===== src/sv/utf8d_pkg.sv =====
`timescale 1ns / 1ps

package utf8d_pkg;

	localparam logic [1:0] KindUnit     = 2'd0;
	localparam logic [1:0] KindInvalid  = 2'd1;
	localparam logic [1:0] KindEndClean = 2'd2;
	localparam logic [1:0] KindEndOpen  = 2'd3;

	localparam int unsigned UnitW  = 21;
	localparam int unsigned QDepth = 2;
	localparam int unsigned QPtrW  = (QDepth > 1) ? $clog2(QDepth) : 1;
	localparam int unsigned QCntW  = $clog2(QDepth + 1);

	localparam logic [UnitW-1:0] SurrBase = 21'h010000;
	localparam logic [UnitW-1:0] SurrHigh = 21'h00D800;
	localparam logic [UnitW-1:0] SurrLow  = 21'h00DC00;

	typedef struct packed {
		logic [1:0]       kind0;
		logic [UnitW-1:0] unit0;
		logic [1:0]       kind1;
		logic [UnitW-1:0] unit1;
		logic             two;
	} job_t;

endpackage


===== src/sv/utf8_to_codepoint_decoder_top.sv =====
`timescale 1ns / 1ps

// channel | handshake            | payload
// --------+----------------------+-------------------------------
// cfg     | cfg_wr_en            | cfg_wr_data (surrogate mode)
// in      | in_valid / in_stall  | in_byte, flush
// out     | out_valid / out_stall| kind, code_unit, last
//
// One byte is taken per cycle unless in_stall; any job it yields is queued at the transfer edge.
// A queued job passes from the job queue into the output register.
// A surrogate pair, or an invalid plus a result, leaves as two results; last marks the second.
// in_stall rises only while the job queue is full; bytes that yield nothing still need a free slot.
// arst_n clears decoder state, queue pointers, output valid and the surrogate mode register.

module utf8_to_codepoint_decoder_top (
	input  logic        clk,
	input  logic        arst_n,
	input  logic        cfg_wr_en,
	input  logic        cfg_wr_data,
	input  logic        in_valid,
	output logic        in_stall,
	input  logic [7:0]  in_byte,
	input  logic        flush,
	output logic        out_valid,
	input  logic        out_stall,
	output logic [1:0]  kind,
	output logic [20:0] code_unit,
	output logic        last
);

	logic            q_full;
	logic            q_empty;
	logic            push;
	logic            pop;
	utf8d_pkg::job_t push_job;
	utf8d_pkg::job_t head_job;

	utf8d_front u_front (
		.clk         (clk),
		.arst_n      (arst_n),
		.cfg_wr_en   (cfg_wr_en),
		.cfg_wr_data (cfg_wr_data),
		.in_valid    (in_valid),
		.in_stall    (in_stall),
		.in_byte     (in_byte),
		.flush       (flush),
		.q_full      (q_full),
		.push        (push),
		.push_job    (push_job)
	);

	utf8d_queue u_queue (
		.clk      (clk),
		.arst_n   (arst_n),
		.push     (push),
		.push_job (push_job),
		.full     (q_full),
		.pop      (pop),
		.empty    (q_empty),
		.head_job (head_job)
	);

	utf8d_back u_back (
		.clk       (clk),
		.arst_n    (arst_n),
		.empty     (q_empty),
		.head_job  (head_job),
		.pop       (pop),
		.out_valid (out_valid),
		.out_stall (out_stall),
		.kind      (kind),
		.code_unit (code_unit),
		.last      (last)
	);

endmodule


===== src/sv/utf8d_front.sv =====
`timescale 1ns / 1ps

module utf8d_front (
	input  logic                       clk,
	input  logic                       arst_n,
	input  logic                       cfg_wr_en,
	input  logic                       cfg_wr_data,
	input  logic                       in_valid,
	output logic                       in_stall,
	input  logic [7:0]                 in_byte,
	input  logic                       flush,
	input  logic                       q_full,
	output logic                       push,
	output utf8d_pkg::job_t            push_job
);

	logic                        surr_q;
	logic [utf8d_pkg::UnitW-1:0] acc_q;
	logic [1:0]                  bl_q;
	logic [2:0]                  sl_q;
	logic                        skip_q;

	logic [utf8d_pkg::UnitW-1:0] acc_d;
	logic [1:0]                  bl_d;
	logic [2:0]                  sl_d;
	logic                        skip_d;

	logic                        accept;
	logic                        is_cont;
	logic                        is_high;

	logic                        l_emit;
	logic [1:0]                  l_kind;
	logic [utf8d_pkg::UnitW-1:0] l_unit;
	logic [utf8d_pkg::UnitW-1:0] l_acc;
	logic [1:0]                  l_bl;
	logic [2:0]                  l_sl;
	logic                        l_skip;

	logic [utf8d_pkg::UnitW-1:0] acc_sh;
	logic [utf8d_pkg::UnitW-1:0] cp_off;
	logic                        bad;
	logic                        emit;
	utf8d_pkg::job_t             job;

	assign in_stall = q_full;
	assign accept   = in_valid && !q_full;
	assign is_cont  = (in_byte[7:6] == 2'b10);
	assign is_high  = (in_byte[7:3] == 5'b11111);

	// lead byte decode
	always_comb begin
		l_emit = 1'b0;
		l_kind = utf8d_pkg::KindUnit;
		l_unit = '0;
		l_acc  = '0;
		l_bl   = 2'd0;
		l_sl   = 3'd0;
		l_skip = 1'b0;
		if (skip_q && (is_cont || is_high)) begin
			l_skip = 1'b1;
		end else if (!in_byte[7]) begin
			l_emit = 1'b1;
			l_unit = {13'd0, in_byte};
		end else if (in_byte[7:5] == 3'b110) begin
			l_acc = {16'd0, in_byte[4:0]};
			l_bl  = 2'd1;
			l_sl  = 3'd2;
		end else if (in_byte[7:4] == 4'b1110) begin
			l_acc = {17'd0, in_byte[3:0]};
			l_bl  = 2'd2;
			l_sl  = 3'd3;
		end else if (in_byte[7:3] == 5'b11110) begin
			l_acc = {18'd0, in_byte[2:0]};
			l_bl  = 2'd3;
			l_sl  = 3'd4;
		end else begin
			l_emit = 1'b1;
			l_kind = utf8d_pkg::KindInvalid;
			l_skip = 1'b1;
		end
	end

	assign acc_sh = {acc_q[14:0], in_byte[5:0]};
	assign cp_off = acc_sh - utf8d_pkg::SurrBase;
	assign bad    = ((sl_q == 3'd2) && (acc_sh[20:7] == '0)) ||
	                ((sl_q == 3'd3) && (acc_sh[20:11] == '0)) ||
	                ((sl_q == 3'd4) && (acc_sh[20:16] == '0));

	always_comb begin
		acc_d     = acc_q;
		bl_d      = bl_q;
		sl_d      = sl_q;
		skip_d    = skip_q;
		emit      = 1'b0;
		job.kind0 = utf8d_pkg::KindUnit;
		job.unit0 = '0;
		job.kind1 = utf8d_pkg::KindUnit;
		job.unit1 = '0;
		job.two   = 1'b0;
		if (flush) begin
			emit      = 1'b1;
			job.kind0 = (bl_q != 2'd0) ? utf8d_pkg::KindEndOpen : utf8d_pkg::KindEndClean;
			acc_d     = '0;
			bl_d      = 2'd0;
			sl_d      = 3'd0;
			skip_d    = 1'b0;
		end else if (bl_q != 2'd0) begin
			if (is_cont) begin
				bl_d = 2'(bl_q - 2'd1);
				if (bl_q == 2'd1) begin
					acc_d = '0;
					sl_d  = 3'd0;
					emit  = 1'b1;
					if (bad) begin
						job.kind0 = utf8d_pkg::KindInvalid;
					end else if (surr_q && (acc_sh[20:16] != '0)) begin
						job.unit0 = utf8d_pkg::SurrHigh + utf8d_pkg::UnitW'(cp_off[20:10]);
						job.unit1 = utf8d_pkg::SurrLow + utf8d_pkg::UnitW'(cp_off[9:0]);
						job.two   = 1'b1;
					end else begin
						job.unit0 = acc_sh;
					end
				end else begin
					acc_d = acc_sh;
				end
			end else begin
				emit      = 1'b1;
				job.kind0 = utf8d_pkg::KindInvalid;
				job.kind1 = l_kind;
				job.unit1 = l_unit;
				job.two   = l_emit;
				acc_d     = l_acc;
				bl_d      = l_bl;
				sl_d      = l_sl;
				skip_d    = l_skip;
			end
		end else begin
			emit      = l_emit;
			job.kind0 = l_kind;
			job.unit0 = l_unit;
			acc_d     = l_acc;
			bl_d      = l_bl;
			sl_d      = l_sl;
			skip_d    = l_skip;
		end
	end

	assign push     = accept && emit;
	assign push_job = job;

	always_ff @(posedge clk or negedge arst_n) begin
		if (!arst_n) begin
			surr_q <= 1'b0;
			acc_q  <= '0;
			bl_q   <= 2'd0;
			sl_q   <= 3'd0;
			skip_q <= 1'b0;
		end else begin
			if (cfg_wr_en) begin
				surr_q <= cfg_wr_data;
			end
			if (accept) begin
				acc_q  <= acc_d;
				bl_q   <= bl_d;
				sl_q   <= sl_d;
				skip_q <= skip_d;
			end
		end
	end

	a_flush_idle: assert property (@(posedge clk) disable iff (!arst_n)
		(accept && flush) |=> (bl_q == 2'd0 && !skip_q && sl_q == 3'd0))
		else $error("flush left decoder state open");

	a_skip_idle: assert property (@(posedge clk) disable iff (!arst_n)
		skip_q |-> (bl_q == 2'd0))
		else $error("skipping while a sequence is open");

	a_len_bound: assert property (@(posedge clk) disable iff (!arst_n)
		(bl_q != 2'd0) |-> ({1'b0, bl_q} < sl_q))
		else $error("bytes left not below sequence length");

endmodule


===== src/sv/utf8d_queue.sv =====
`timescale 1ns / 1ps

module utf8d_queue (
	input  logic            clk,
	input  logic            arst_n,
	input  logic            push,
	input  utf8d_pkg::job_t push_job,
	output logic            full,
	input  logic            pop,
	output logic            empty,
	output utf8d_pkg::job_t head_job
);

	utf8d_pkg::job_t                mem_q [utf8d_pkg::QDepth];
	logic [utf8d_pkg::QPtrW-1:0]    wr_ptr_q;
	logic [utf8d_pkg::QPtrW-1:0]    rd_ptr_q;
	logic [utf8d_pkg::QCntW-1:0]    count_q;
	logic                           do_push;
	logic                           do_pop;

	assign full     = (count_q == utf8d_pkg::QCntW'(utf8d_pkg::QDepth));
	assign empty    = (count_q == '0);
	assign do_push  = push && !full;
	assign do_pop   = pop && !empty;
	assign head_job = mem_q[rd_ptr_q];

	function automatic logic [utf8d_pkg::QPtrW-1:0] ptr_inc(
		input logic [utf8d_pkg::QPtrW-1:0] p
	);
		if (p == utf8d_pkg::QPtrW'(utf8d_pkg::QDepth - 1)) begin
			return '0;
		end
		return utf8d_pkg::QPtrW'(p + 1'b1);
	endfunction

	always_ff @(posedge clk) begin
		if (do_push) begin
			mem_q[wr_ptr_q] <= push_job;
		end
	end

	always_ff @(posedge clk or negedge arst_n) begin
		if (!arst_n) begin
			wr_ptr_q <= '0;
			rd_ptr_q <= '0;
			count_q  <= '0;
		end else begin
			if (do_push) begin
				wr_ptr_q <= ptr_inc(wr_ptr_q);
			end
			if (do_pop) begin
				rd_ptr_q <= ptr_inc(rd_ptr_q);
			end
			if (do_push && !do_pop) begin
				count_q <= utf8d_pkg::QCntW'(count_q + 1'b1);
			end else if (do_pop && !do_push) begin
				count_q <= utf8d_pkg::QCntW'(count_q - 1'b1);
			end
		end
	end

endmodule


===== src/sv/utf8d_back.sv =====
`timescale 1ns / 1ps

module utf8d_back (
	input  logic                        clk,
	input  logic                        arst_n,
	input  logic                        empty,
	input  utf8d_pkg::job_t             head_job,
	output logic                        pop,
	output logic                        out_valid,
	input  logic                        out_stall,
	output logic [1:0]                  kind,
	output logic [utf8d_pkg::UnitW-1:0] code_unit,
	output logic                        last
);

	logic                        valid_q;
	logic                        phase_q;
	logic [1:0]                  kind_q;
	logic [utf8d_pkg::UnitW-1:0] unit_q;
	logic                        last_q;
	logic                        load;

	assign load      = !valid_q || !out_stall;
	assign pop       = load && !empty && (phase_q || !head_job.two);
	assign out_valid = valid_q;
	assign kind      = kind_q;
	assign code_unit = unit_q;
	assign last      = last_q;

	always_ff @(posedge clk) begin
		if (load && !empty) begin
			if (phase_q) begin
				kind_q <= head_job.kind1;
				unit_q <= head_job.unit1;
				last_q <= 1'b1;
			end else begin
				kind_q <= head_job.kind0;
				unit_q <= head_job.unit0;
				last_q <= !head_job.two;
			end
		end
	end

	always_ff @(posedge clk or negedge arst_n) begin
		if (!arst_n) begin
			valid_q <= 1'b0;
			phase_q <= 1'b0;
		end else if (load) begin
			valid_q <= !empty;
			if (!empty) begin
				phase_q <= !phase_q && head_job.two;
			end
		end
	end

	a_second_follows: assert property (@(posedge clk) disable iff (!arst_n)
		(valid_q && !last_q && !out_stall) |=> (valid_q && last_q))
		else $error("second result of a pair did not follow");

	a_phase_head: assert property (@(posedge clk) disable iff (!arst_n)
		phase_q |-> (!empty && head_job.two && valid_q && !last_q))
		else $error("second half pending without a paired job at the head");

endmodule


===== config.mk =====
export PLATFORM = sky130hd
export DESIGN_NAME = utf8_to_codepoint_decoder_top
export DESIGN_NICKNAME = d
export VERILOG_FILES = /design/src/sv/utf8d_pkg.sv /design/src/sv/utf8_to_codepoint_decoder_top.sv /design/src/sv/utf8d_front.sv /design/src/sv/utf8d_queue.sv /design/src/sv/utf8d_back.sv
export SDC_FILE = /design/constraint.sdc
export NUM_CORES = 1
export LEC_CHECK = 0
export ABC_CLOCK_PERIOD_IN_PS = 4300
export CAP_MARGIN = 15
export CORE_MARGIN = 8
export CORE_UTILIZATION = 63
export DETAILED_ROUTE_END_ITERATION = 8
export DONT_BUFFER_PORTS = 1
export GPL_TIMING_DRIVEN = 0
export PLACE_DENSITY = 0.76
export SLEW_MARGIN = 15
export SYNTH_ARGS = -nofsm -noshare
export SYNTH_HDL_FRONTEND = slang
export SYNTH_SLANG_ARGS = --single-unit

===== constraint.sdc =====
create_clock -name clk -period 4.3 [get_ports clk]
set_input_delay 0.86 -clock clk [delete_from_list [all_inputs] [get_ports clk]]
set_output_delay 0.86 -clock clk [all_outputs]
set_load 0.02 [all_outputs]

==> metrics.txt, run 1 <==
Reg2Reg Depth 8; critical path class in2reg; Worst EP required 4520 ps; Max Slew Vio Count 0; most frequent cells in the layout edfxtp_1, nor2_1, dfrtp_1; Worst setup EP type flip-flop; Yosys cell types 52; RD Place Congestion 0.910; relative slew slack 46.3%; Clock transition at path regs 60 ps; Main synth FF type edfxtp_1; Vias 3130; number of synthesized register bits 124; Avg Vias per Cell 6.34; Seq/Total Area, Yosys 68.1%; Warnings, synthesis 0; pwr dens 688 mW/mm^2; # diodes 0; Initial Util 64.4%; Sequential Area 0.00358 mm^2; Synth Net Count 373; final hold violations 0; clk_lat worst skew 520 ps; Setup Skew 9.36 ps; fin worst setup slack 1720 ps; Inserted Clock Buffers 17; vias in the first global route 3243; worst hold path type in2async; overflow left after global routing 0; outcome finished, final reports clean; Hold-fix buffers, CTS 0; die area 0.0115 mm^2; maximum vdd ir drop 0.000514 V; initial antenna violation count 0; max capacitance violation total 0; Area growth, synth to finish 15.1%; syn_area_per_cell 14.9 um^2; Register-to-Register Setup Slack 1740 ps; clk buf depth 2; Startpoint Class input port; P_sw 0.00130 W; Sink Count 124; placed cell count 462; slowest CP cell nor2b_4; final instance area 0.00606 mm^2; min Tclk post-route 2580 ps; wire per inst 21.7 um; combinational power share 20.1%; cell repeated most along the worst path a21oi_1; worst-margin pin slew 802 ps; gr usage total 20.1%; Seq pwr share 47.6%; Die Y 107 um; Mapped Area 0.00526 mm^2; RSZ-0062 raised after global routing no; Fillers 493; Core Footprint 0.00818 mm^2; Fin Setup TNS 0 ps; CP Max Fanout 24; fraction of registers with async set/reset 22.6%; Post-synth EDFFs 96; commonest non-fill, non-tap cell in the layout edfxtp_1; sw frac 31.1%; cell chosen for the clock root clkbuf_8; Remaining DRCs 0; non-filler cells, final 494; Port Buf Inserts 0; DP HPWL 7000 um; highest clock rate 388 MHz; Reg-to-Reg Start u_front.bl_q[0]; first-pass GRT wire length 17300 um; Setup Viol. Count Final 0; num ports 41; dpl ws 1190 ps; post-CTS setup buffers 0; Arrival @ worst endpoint 2800 ps; Detail Route Antenna Nets 0; synthesized instance count 354; Max stage delay on crit path 540 ps; LEAKAGE 2.20 nW; crit-path cells buf_2 > nand3_1 > a21oi_1 > o21ai_0 > a21oi_1 > nor2b_4 > buf_16; Final period util 59.9%; layout cells sized above 1 18.5%; DRT iter0 DRCs 279; H-tree depth 4; largest net degree at the start of global routing 29; row count 33; total wire length 10700 um; Pint 0.00288 W; area of the multi-input gates 0.00157 mm^2; CTS tree done; Tot Pwr 0.00417 W; 1st-pass router iterations 5; Die X-Extent 107 um; nets 395; clock share of power 32.3%; cts repair resizes 0; Reg-to-Reg End u_queue.mem_q[0][43]; dpl cell area 0.00550 mm^2
[synthesized netlist by cell type (3+ instances only)]
cell      number  area share [%]
nand2b_1       4            0.48
o211ai_1       5            0.71
nand4_1        3            0.36
clkbuf_1       9            0.64
nor2_1        28             2.0
nor2b_1        3            0.36
a22o_1        20             3.3
nand2_1       20             1.4
o21ai_0       19             1.8
nor3_1         4            0.38
a21oi_1        9            0.86
ha_1           4            0.95
inv_1         11            0.78
edfxtp_1      96              55
mux4_2        11             4.7
a211oi_2       3            0.71
nand3_1        5            0.48
xor2_1         3            0.50
nor4_1         4            0.48
mux2i_1        8             1.5
dfrtp_1       28              13
xnor2_1        4            0.67
and2_1        12             1.4
a32o_1         3            0.57
buf_2          5            0.48
[worst max-delay path, delay by kind of cell]
| family | cells | cell delay, ps |
|---|---|---|
| AO/OA/AOI/OAI | 3 | 800 |
| buffers and inverters | 2 | 430 |
| AND/OR/NAND/NOR | 2 | 690 |
[area by class of cell]
class / instances / area share, %
flip-flops and latches: 124 / 59.1
multi-input cells: 202 / 26.0
clock buffers: 18 / 6.90
clock inverters: 14 / 2.39
well taps: 105 / 2.17
plain buffers: 17 / 1.40
repair buffers: 3 / 1.36
inverters: 11 / 0.681
[layer usage]
layer / routed length (um) / global-route usage, %
met2: 5290 / 31.6
met3: 810 / 6.11
met1: 4380 / 24.8
met4: 233 / 10.0
met5: 0 / 0
[registers in the layout, indices dropped and copies added (netlist names), 2 cells and up]
name,cells
u_queue.count_q,2
u_front.acc_q,15
u_front.bl_q,2
u_front.sl_q,3
u_back.kind,2
u_queue.mem_q,72
u_back.code_unit,21
[through the flow]
step	hold WS, ps	util [%]
CTS	7.88	74.1
global placement	469	66.0
finish	27.9	74.1
detailed placement	494	67.2
global route	6.11	74.1
floorplan	455	-
[power groups by stage]
| stage | Combinational [W] | Clock, W | Sequential [W] |
|---|---|---|---|
| 2_1_floorplan | 0.000578 | 0 | 0.00197 |
| 3_3_place_gp | 0.000728 | 0 | 0.00201 |
| 3_5_place_dp | 0.000842 | 0 | 0.00202 |
| 4_1_cts | 0.000849 | 0.00136 | 0.00200 |
| 5_1_grt | 0.000919 | 0.00141 | 0.00202 |
| 6_report | 0.000838 | 0.00135 | 0.00199 |
[worst max-delay path by stage]
stage / start / to / slack, ps / depth (start not counted)
after floorplan: in_byte[5] / u_queue.mem_q[0][0] / 460 / 6
after global placement: in_byte[5] / u_queue.mem_q[0][29] / -620 / 6
after detailed placement: in_byte[5] / u_queue.mem_q[0][6] / 1190 / 7
after CTS: u_front.bl_q[0] / u_queue.mem_q[0][6] / 1720 / 8
after global routing: u_front.bl_q[0] / u_queue.mem_q[0][43] / 1560 / 8
final: in_byte[5] / u_queue.mem_q[0][43] / 1720 / 7
[cell families (layout without fill, tap and decap cells)]
kind of cell    Yosys count  in the layout  synth area share (%)
compound gates           72             72                  10.6
mux                      20             20                  6.44
simple gates             99             99                  10.4
flops                   124            124                  68.1
xor+xnor                  7              7                  1.16
buf+inv                  28             63                  2.40
fa+ha+maj                 4              4                 0.951
Note: power is estimated with default switching activity, not from simulation.
==> run 2, diff against run 1 <==
- ABC_AREA: default -> 1
- ABC_CLOCK_PERIOD_IN_PS: 4300 -> 2700
- clock period: 4.3 -> 2.7 ns (I/O delays scaled with it)
==> run 2 against run 1 <==
Effect of this change: utilization decreased by 1.1 points; global-route usage increased by 2.5 points; worst setup slack got worse by 1300 ps; via count increased by 22%; critical path type is now reg2reg; routed wire length increased by 19%; register-to-register slack got worse by 1300 ps; sequential share of layout area decreased by 1.7 points; clock skew about the same; sequential power increased by 61%; die area increased by 3.2%; count of clock-buffer cells in the layout increased by 1; combinational power increased by 95%; largest cell class unchanged.
==> metrics.txt, run 2 <==
outcome finished, final reports clean; Initial Util 63.9% (-0.53 points); slowest CP cell o21ai_1; sw frac 35.2% (+4.1 points); Clock transition at path regs 60 ps (about the same); Worst EP required 3110 ps (-1410 ps); fraction of registers with async set/reset 22.6% (unchanged); worst-margin pin slew 737 ps (-64.3 ps); layout cells sized above 1 14.7% (-3.8 points); Top reg by flops u_queue.mem_q; highest clock rate 437 MHz; row count 34 (+3.0%); placed cell count 595 (+29%); Die Y 109 um (+1.6%); Area growth, synth to finish 14.4%; Fin Hold WS 102 ps (+74.0 ps); synth cell count leaders edfxtp_1, nor2_1, o21ai_0; Arrival @ worst endpoint 2700 ps (-100 ps); post-synth top area share 52.8% (-2.0 points); Synth Net Count 504 (+35%); Remaining DRCs 0 (unchanged); Seq/Total Area, Yosys 65.6% (-2.4 points); Vias 3806 (+22%); Mapped Area 0.00546 mm^2 (+3.7%); crit-path cells o21ai_1 > clkinvlp_4 > buf_4 > nand2_1 > ha_1 > a21oi_1 > o21ai_0 > xor2_1; num ports 41 (unchanged); worst hold stages 0; initial antenna violation count 0 (unchanged); clk_lat worst skew 530 ps (about the same); Yosys cell types 39 (-25%); Inserted Clock Buffers 17 (unchanged); LEAKAGE 2.36 nW (+7.5%); worst hold path type in2reg; Setup Skew 9.44 ps (+0.0819 ps); Avg Vias per Cell 6.01 (-5.1%); syn_area_per_cell 11.3 um^2 (-24%); Main synth FF type edfxtp_1; Worst setup EP type flip-flop; commonest non-fill, non-tap cell in the layout edfxtp_1; Seq pwr share 46.5% (-1.1 points); Largest register FFs 72 (unchanged); area leader, netlist edfxtp_1; routed length on met1 5220 um (+19%); synthesized instance count 485 (+37%); Pint 0.00445 W (+55%); DP HPWL 8770 um (+25%); Fin Setup TNS 0 ps (unchanged); combinational power share 23.7% (+3.6 points); clk buf depth 2 (unchanged); P_sw 0.00242 W (+87%); Startpoint Class flip-flop; gr usage total 22.6% (+2.5 points); total wire length 12700 um (+19%); nets 531 (+34%); Warnings, synthesis 0 (unchanged); vias in the first global route 3747 (+16%); met2 routed WL 6190 um (+17%); clock share of power 29.8% (-2.5 points); 1st-pass router iterations 5 (unchanged); Tot Pwr 0.00687 W (+65%); largest net degree at the start of global routing 34 (+17%); DRT iter0 DRCs 366 (+31%); non-filler cells, final 633 (+28%); RSZ-0062 raised after global routing no; critical path class reg2reg; final hold violations 0 (unchanged); count leader, synth edfxtp_1; die area 0.0119 mm^2 (+3.2%); # diodes 0 (unchanged); Max stage delay on crit path 490 ps (-50 ps); Post-synth EDFFs 96 (unchanged); Reg2Reg Depth 8 (unchanged); first-pass GRT wire length 19800 um (+15%); Max Slew Vio Count 0 (unchanged); H-tree depth 4 (unchanged); met3 routed WL 982 um (+21%); Final period util 84.8%; Detail Route Antenna Nets 0 (unchanged); overflow left after global routing 0 (unchanged); maximum vdd ir drop 0.000749 V (+46%); CTS tree done; Port Buf Inserts 0 (unchanged); CP Max Fanout 5 (-79%); min Tclk post-route 2290 ps; cell chosen for the clock root clkbuf_8; RD Place Congestion 0.923 (+1.4%); Top Layer Used met4; number of synthesized register bits 124 (unchanged); synth top area cells edfxtp_1, dfrtp_1, nor2_1, o21ai_0, nand2_1; pwr dens 1100 mW/mm^2 (+60%); Core Footprint 0.00855 mm^2 (+4.6%); Die X-Extent 109 um (+1.6%); most frequent cells in the layout edfxtp_1, nor2_1, o21ai_0; max capacitance violation total 0 (unchanged); wire per inst 20.1 um (-7.4%); Setup Viol. Count Final 0 (unchanged); Sink Count 124 (unchanged); relative slew slack 50.6% (+4.3 points)
-- run 2: cell types whose count changed after synthesis, moves of 12 or more --
cell / delta
a22o_1: -20
inv_1: +35
and2_1: -12
o21ai_0: +38
o21ai_1: +12
o22ai_1: +22
nor2_1: +49
nand2_1: +27
-- run 2: final cells by class --
class,count,area [um^2]
timing repair inverter,1,5.00
clock inverter,13,119
sequential,124,3580
buffer,16,82.6
clock buffer,19,422
multi-input combinational,294,1610
inverter,51,200
timing repair buffer,7,92.6
fill,549,2310
tap,108,135
-- run 2: timing repair --
action / 4_1_cts / 5_1_grt
hold endpoints to repair: 28 / 0
setup endpoints to repair: 1 / 1
resized for setup: 2 / 0
cloned: 1 / 0
buffers inserted: 0 / 3
hold buffers: 2 / 0
-- run 2: path summary, 6_finish.rpt --
path	from	end	slack (ps)
worst max-delay path	u_queue.count_q[0]	u_queue.count_q[1]	410
worst min-delay path	flush	u_queue.mem_q[0][46]	100
worst max register to register	u_queue.count_q[0]	u_queue.count_q[1]	410
worst min register to register	u_queue.wr_ptr_q	u_queue.wr_ptr_q	470
max in group asynchronous	arst_n	u_front.acc_q[8]	2080
min in group asynchronous	arst_n	u_queue.wr_ptr_q	460
-- run 2: power groups by stage --
stage	logic, W	clock network (W)	registers (W)
final	0.00163	0.00205	0.00320
after global routing	0.00180	0.00213	0.00324
after CTS	0.00158	0.00206	0.00321
after detailed placement	0.00153	0	0.00324
after global placement	0.00142	0	0.00324
after floorplan	0.00106	0	0.00317
-- run 2: routing by layer --
metal  up-vias  global-route usage, %
met2       177                   35.5
met5         -                      0
met4         0                   11.3
li1       1756                      -
met1      1850                   28.5
met3        23                   6.03
-- run 2: metrics by stage --
step	instance area, um^2	worst slack, ps	util (%)
finish	6240	410	73.0
global route	6240	226	73.0
CTS	6220	78.0	72.8
detailed placement	5640	-190	66.0
global placement	5600	-541	65.5
floorplan	5460	150	-
-- run 2: logic make-up after synthesis --
kind of cell    after synthesis  synth area share [%]
compound gates              120                  12.6
xor+xnor                      4                 0.642
fa+ha+maj                     4                 0.917
buf+inv                      67                  5.11
flops                       124                  65.6
simple gates                166                  15.1
-- run 2: critical path, delay by kind of cell, from the launching register on --
family          cells  cell delay [ps]
xor+xnor            1              150
buf+inv             2              340
fa+ha+maj           1              300
simple gates        1              210
flops               1              450
compound gates      3              710
==> run 3, diff against run 2 <==
- ABC_AREA: 1 -> 0
- ABC_CLOCK_PERIOD_IN_PS: 2700 -> 2200
- clock period: 2.7 -> 2.2 ns (I/O delays scaled with it)
==> run 3 against run 2 <==
Effect of this change: worst hold slack got worse by 70 ps; utilization is 4.5 points higher; power increased by 22%; clock power up 32%; largest cell class unchanged; non-clock buffer count grew 12; global-route usage shrank 2.2 points; register-to-register slack got worse by 380 ps; via count is 12% lower; routed wire length is 8.9% lower; flip-flop and latch count unchanged; critical path depth decreased by 2; cell area grew 1.5%.
==> metrics.txt, run 3 (synthesis gave the netlist of run 1 again) <==
worst-margin pin slew 791 ps (+53.6 ps); layout cells sized above 1 25.4% (+11 points); Reg2Reg Depth 6 (-2); overflow left after global routing 0 (unchanged); Top Layer Used met4; die area 0.0115 mm^2 (-3.1%); Register-to-Register Setup Slack 30 ps (-380 ps); initial antenna violation count 0 (unchanged); clk_lat worst skew 520 ps (about the same); cell chosen for the clock root clkbuf_8; H-tree depth 4 (unchanged); Final period util 98.5% (+14 points); routed length on met1 4530 um (-13%); worst hold stages 2 (+2); min Tclk post-route 2170 ps (-123 ps); num ports 41 (unchanged); Initial Util 64.4% (+0.53 points); Area growth, synth to finish 20.5%; Remaining DRCs 0 (unchanged); DRT iter0 DRCs 520 (+42%); Worst setup EP type flip-flop; Reg-to-Reg Start u_front.acc_q[10]; LEAKAGE 2.30 nW (-2.8%); DP HPWL 6770 um (-23%); final hold violations 0 (unchanged); max capacitance violation total 0 (unchanged); maximum vdd ir drop 0.000954 V (+27%); Vias 3339 (-12%); Core Footprint 0.00818 mm^2 (-4.4%); Max Slew Vio Count 0 (unchanged); Setup Skew 6.19 ps (-3.25 ps); wire per inst 22.7 um (+13%); row count 33 (-2.9%); Top reg by flops u_queue.mem_q; Die Y 107 um (-1.5%); largest net degree at the start of global routing 29 (-15%); nets 412 (-22%); Arrival @ worst endpoint 2430 ps (-270 ps); clk buf depth 2 (unchanged); Reg-to-Reg End u_queue.mem_q[1][28]; highest clock rate 462 MHz (+5.7%); Hold EP u_back.out_valid; Fin Setup TNS 0 ps (unchanged); Largest register FFs 72 (unchanged); non-filler cells, final 511 (-19%); relative slew slack 47.0% (-3.6 points); hold path startpoint out_stall; met3 routed WL 1000 um (+1.9%); Worst EP required 2460 ps (-650 ps); # diodes 0 (unchanged); dpl cell area 0.00546 mm^2 (-3.3%); 1st-pass router iterations 5 (unchanged); Avg Vias per Cell 6.53 (+8.7%); critical path class reg2reg; met2 routed WL 5710 um (-7.7%); Port Buf Inserts 0 (unchanged); Clock transition at path regs 60 ps (about the same); Inserted Clock Buffers 17 (unchanged); CTS tree done; Detail Route Antenna Nets 0 (unchanged); placed cell count 460 (-23%); Die X-Extent 107 um (-1.5%); worst hold path type in2reg; Setup Viol. Count Final 0 (unchanged); most frequent cells in the layout edfxtp_1, nor2_1, dfrtp_1; CP Max Fanout 11 (+6); RD Place Congestion 0.935 (+1.3%); pwr dens 1320 mW/mm^2 (+20%); commonest non-fill, non-tap cell in the layout edfxtp_1; total wire length 11600 um (-8.9%); vias in the first global route 3291 (-12%); first-pass GRT wire length 17600 um (-11%); outcome finished, final reports clean; gr usage total 20.4% (-2.2 points); final instance area 0.00634 mm^2 (+1.5%); Tot Pwr 0.00839 W (+22%); Sink Count 124 (unchanged); Startpoint Class flip-flop
[run 3: through the flow]
stage | setup slack (ps) | hold slack [ps] | utilization (%)
after CTS | 13.3 | 12.8 | 75.7
after global placement | -486 | 145 | 66.3
after floorplan | 20.0 | 144 | -
after global routing | -29.4 | 13.2 | 77.6
after detailed placement | -442 | 145 | 66.8
final | 33.7 | 32.2 | 77.6
[run 3: worst max-delay path, stage by stage (launching register included)]
cell and delay, ps:
dfrtp_1 440, inv_2 140, ha_4 200, or3b_2 500, o21ai_4 220, nor3_4 120, a22o_1 290
[run 3: timing repair]
| action | 4_1_cts | 5_1_grt |
|---|---|---|
| buffers inserted | 3 | 11 |
| cloned | 2 | 0 |
| hold buffers | 4 | 0 |
| pin swaps | 0 | 4 |
| resized for setup | 8 | 11 |
| endpoints found under the hold margin | 31 | 0 |
| endpoints found under the setup margin | 93 | 136 |
[run 3: report_power, final]
group	internal (W)	switching [W]	leakage [nW]	total (W)
logic	0.000748	0.000994	0.738	0.00174
registers	0.00334	0.000603	1.29	0.00395
clock network	0.00164	0.00107	0.268	0.00270
[run 3: worst max-delay path by stage]
stage / from / endpoint / slack (ps) / depth (start not counted)
finish: u_front.acc_q[10] / u_queue.mem_q[1][28] / 30 / 6
global route: u_front.acc_q[10] / u_queue.mem_q[0][28] / -30 / 6
CTS: u_front.acc_q[10] / u_queue.mem_q[1][28] / 10 / 6
detailed placement: in_byte[5] / u_queue.mem_q[0][31] / -440 / 6
global placement: u_back.out_valid / u_queue.count_q[1] / -490 / 6
floorplan: in_byte[5] / u_queue.mem_q[0][0] / 20 / 6
[run 3: final cells by class]
cell class	instances	area (um^2)
Sequential cell	124	3580
Buffer	16	81.3
Clock inverter	14	164
Inverter	11	41.3
Tap cell	105	131
Timing Repair Buffer	19	233
Fill cell	430	1830
Clock buffer	18	418
Multi-Input combinational cell	204	1690
[run 3: layer usage]
metal | global-route usage (%) | up-vias
li1 | - | 1445
met1 | 25.6 | 1643
met3 | 6.47 | 41
met5 | 0 | -
met2 | 32.1 | 210
met4 | 8.52 | 0
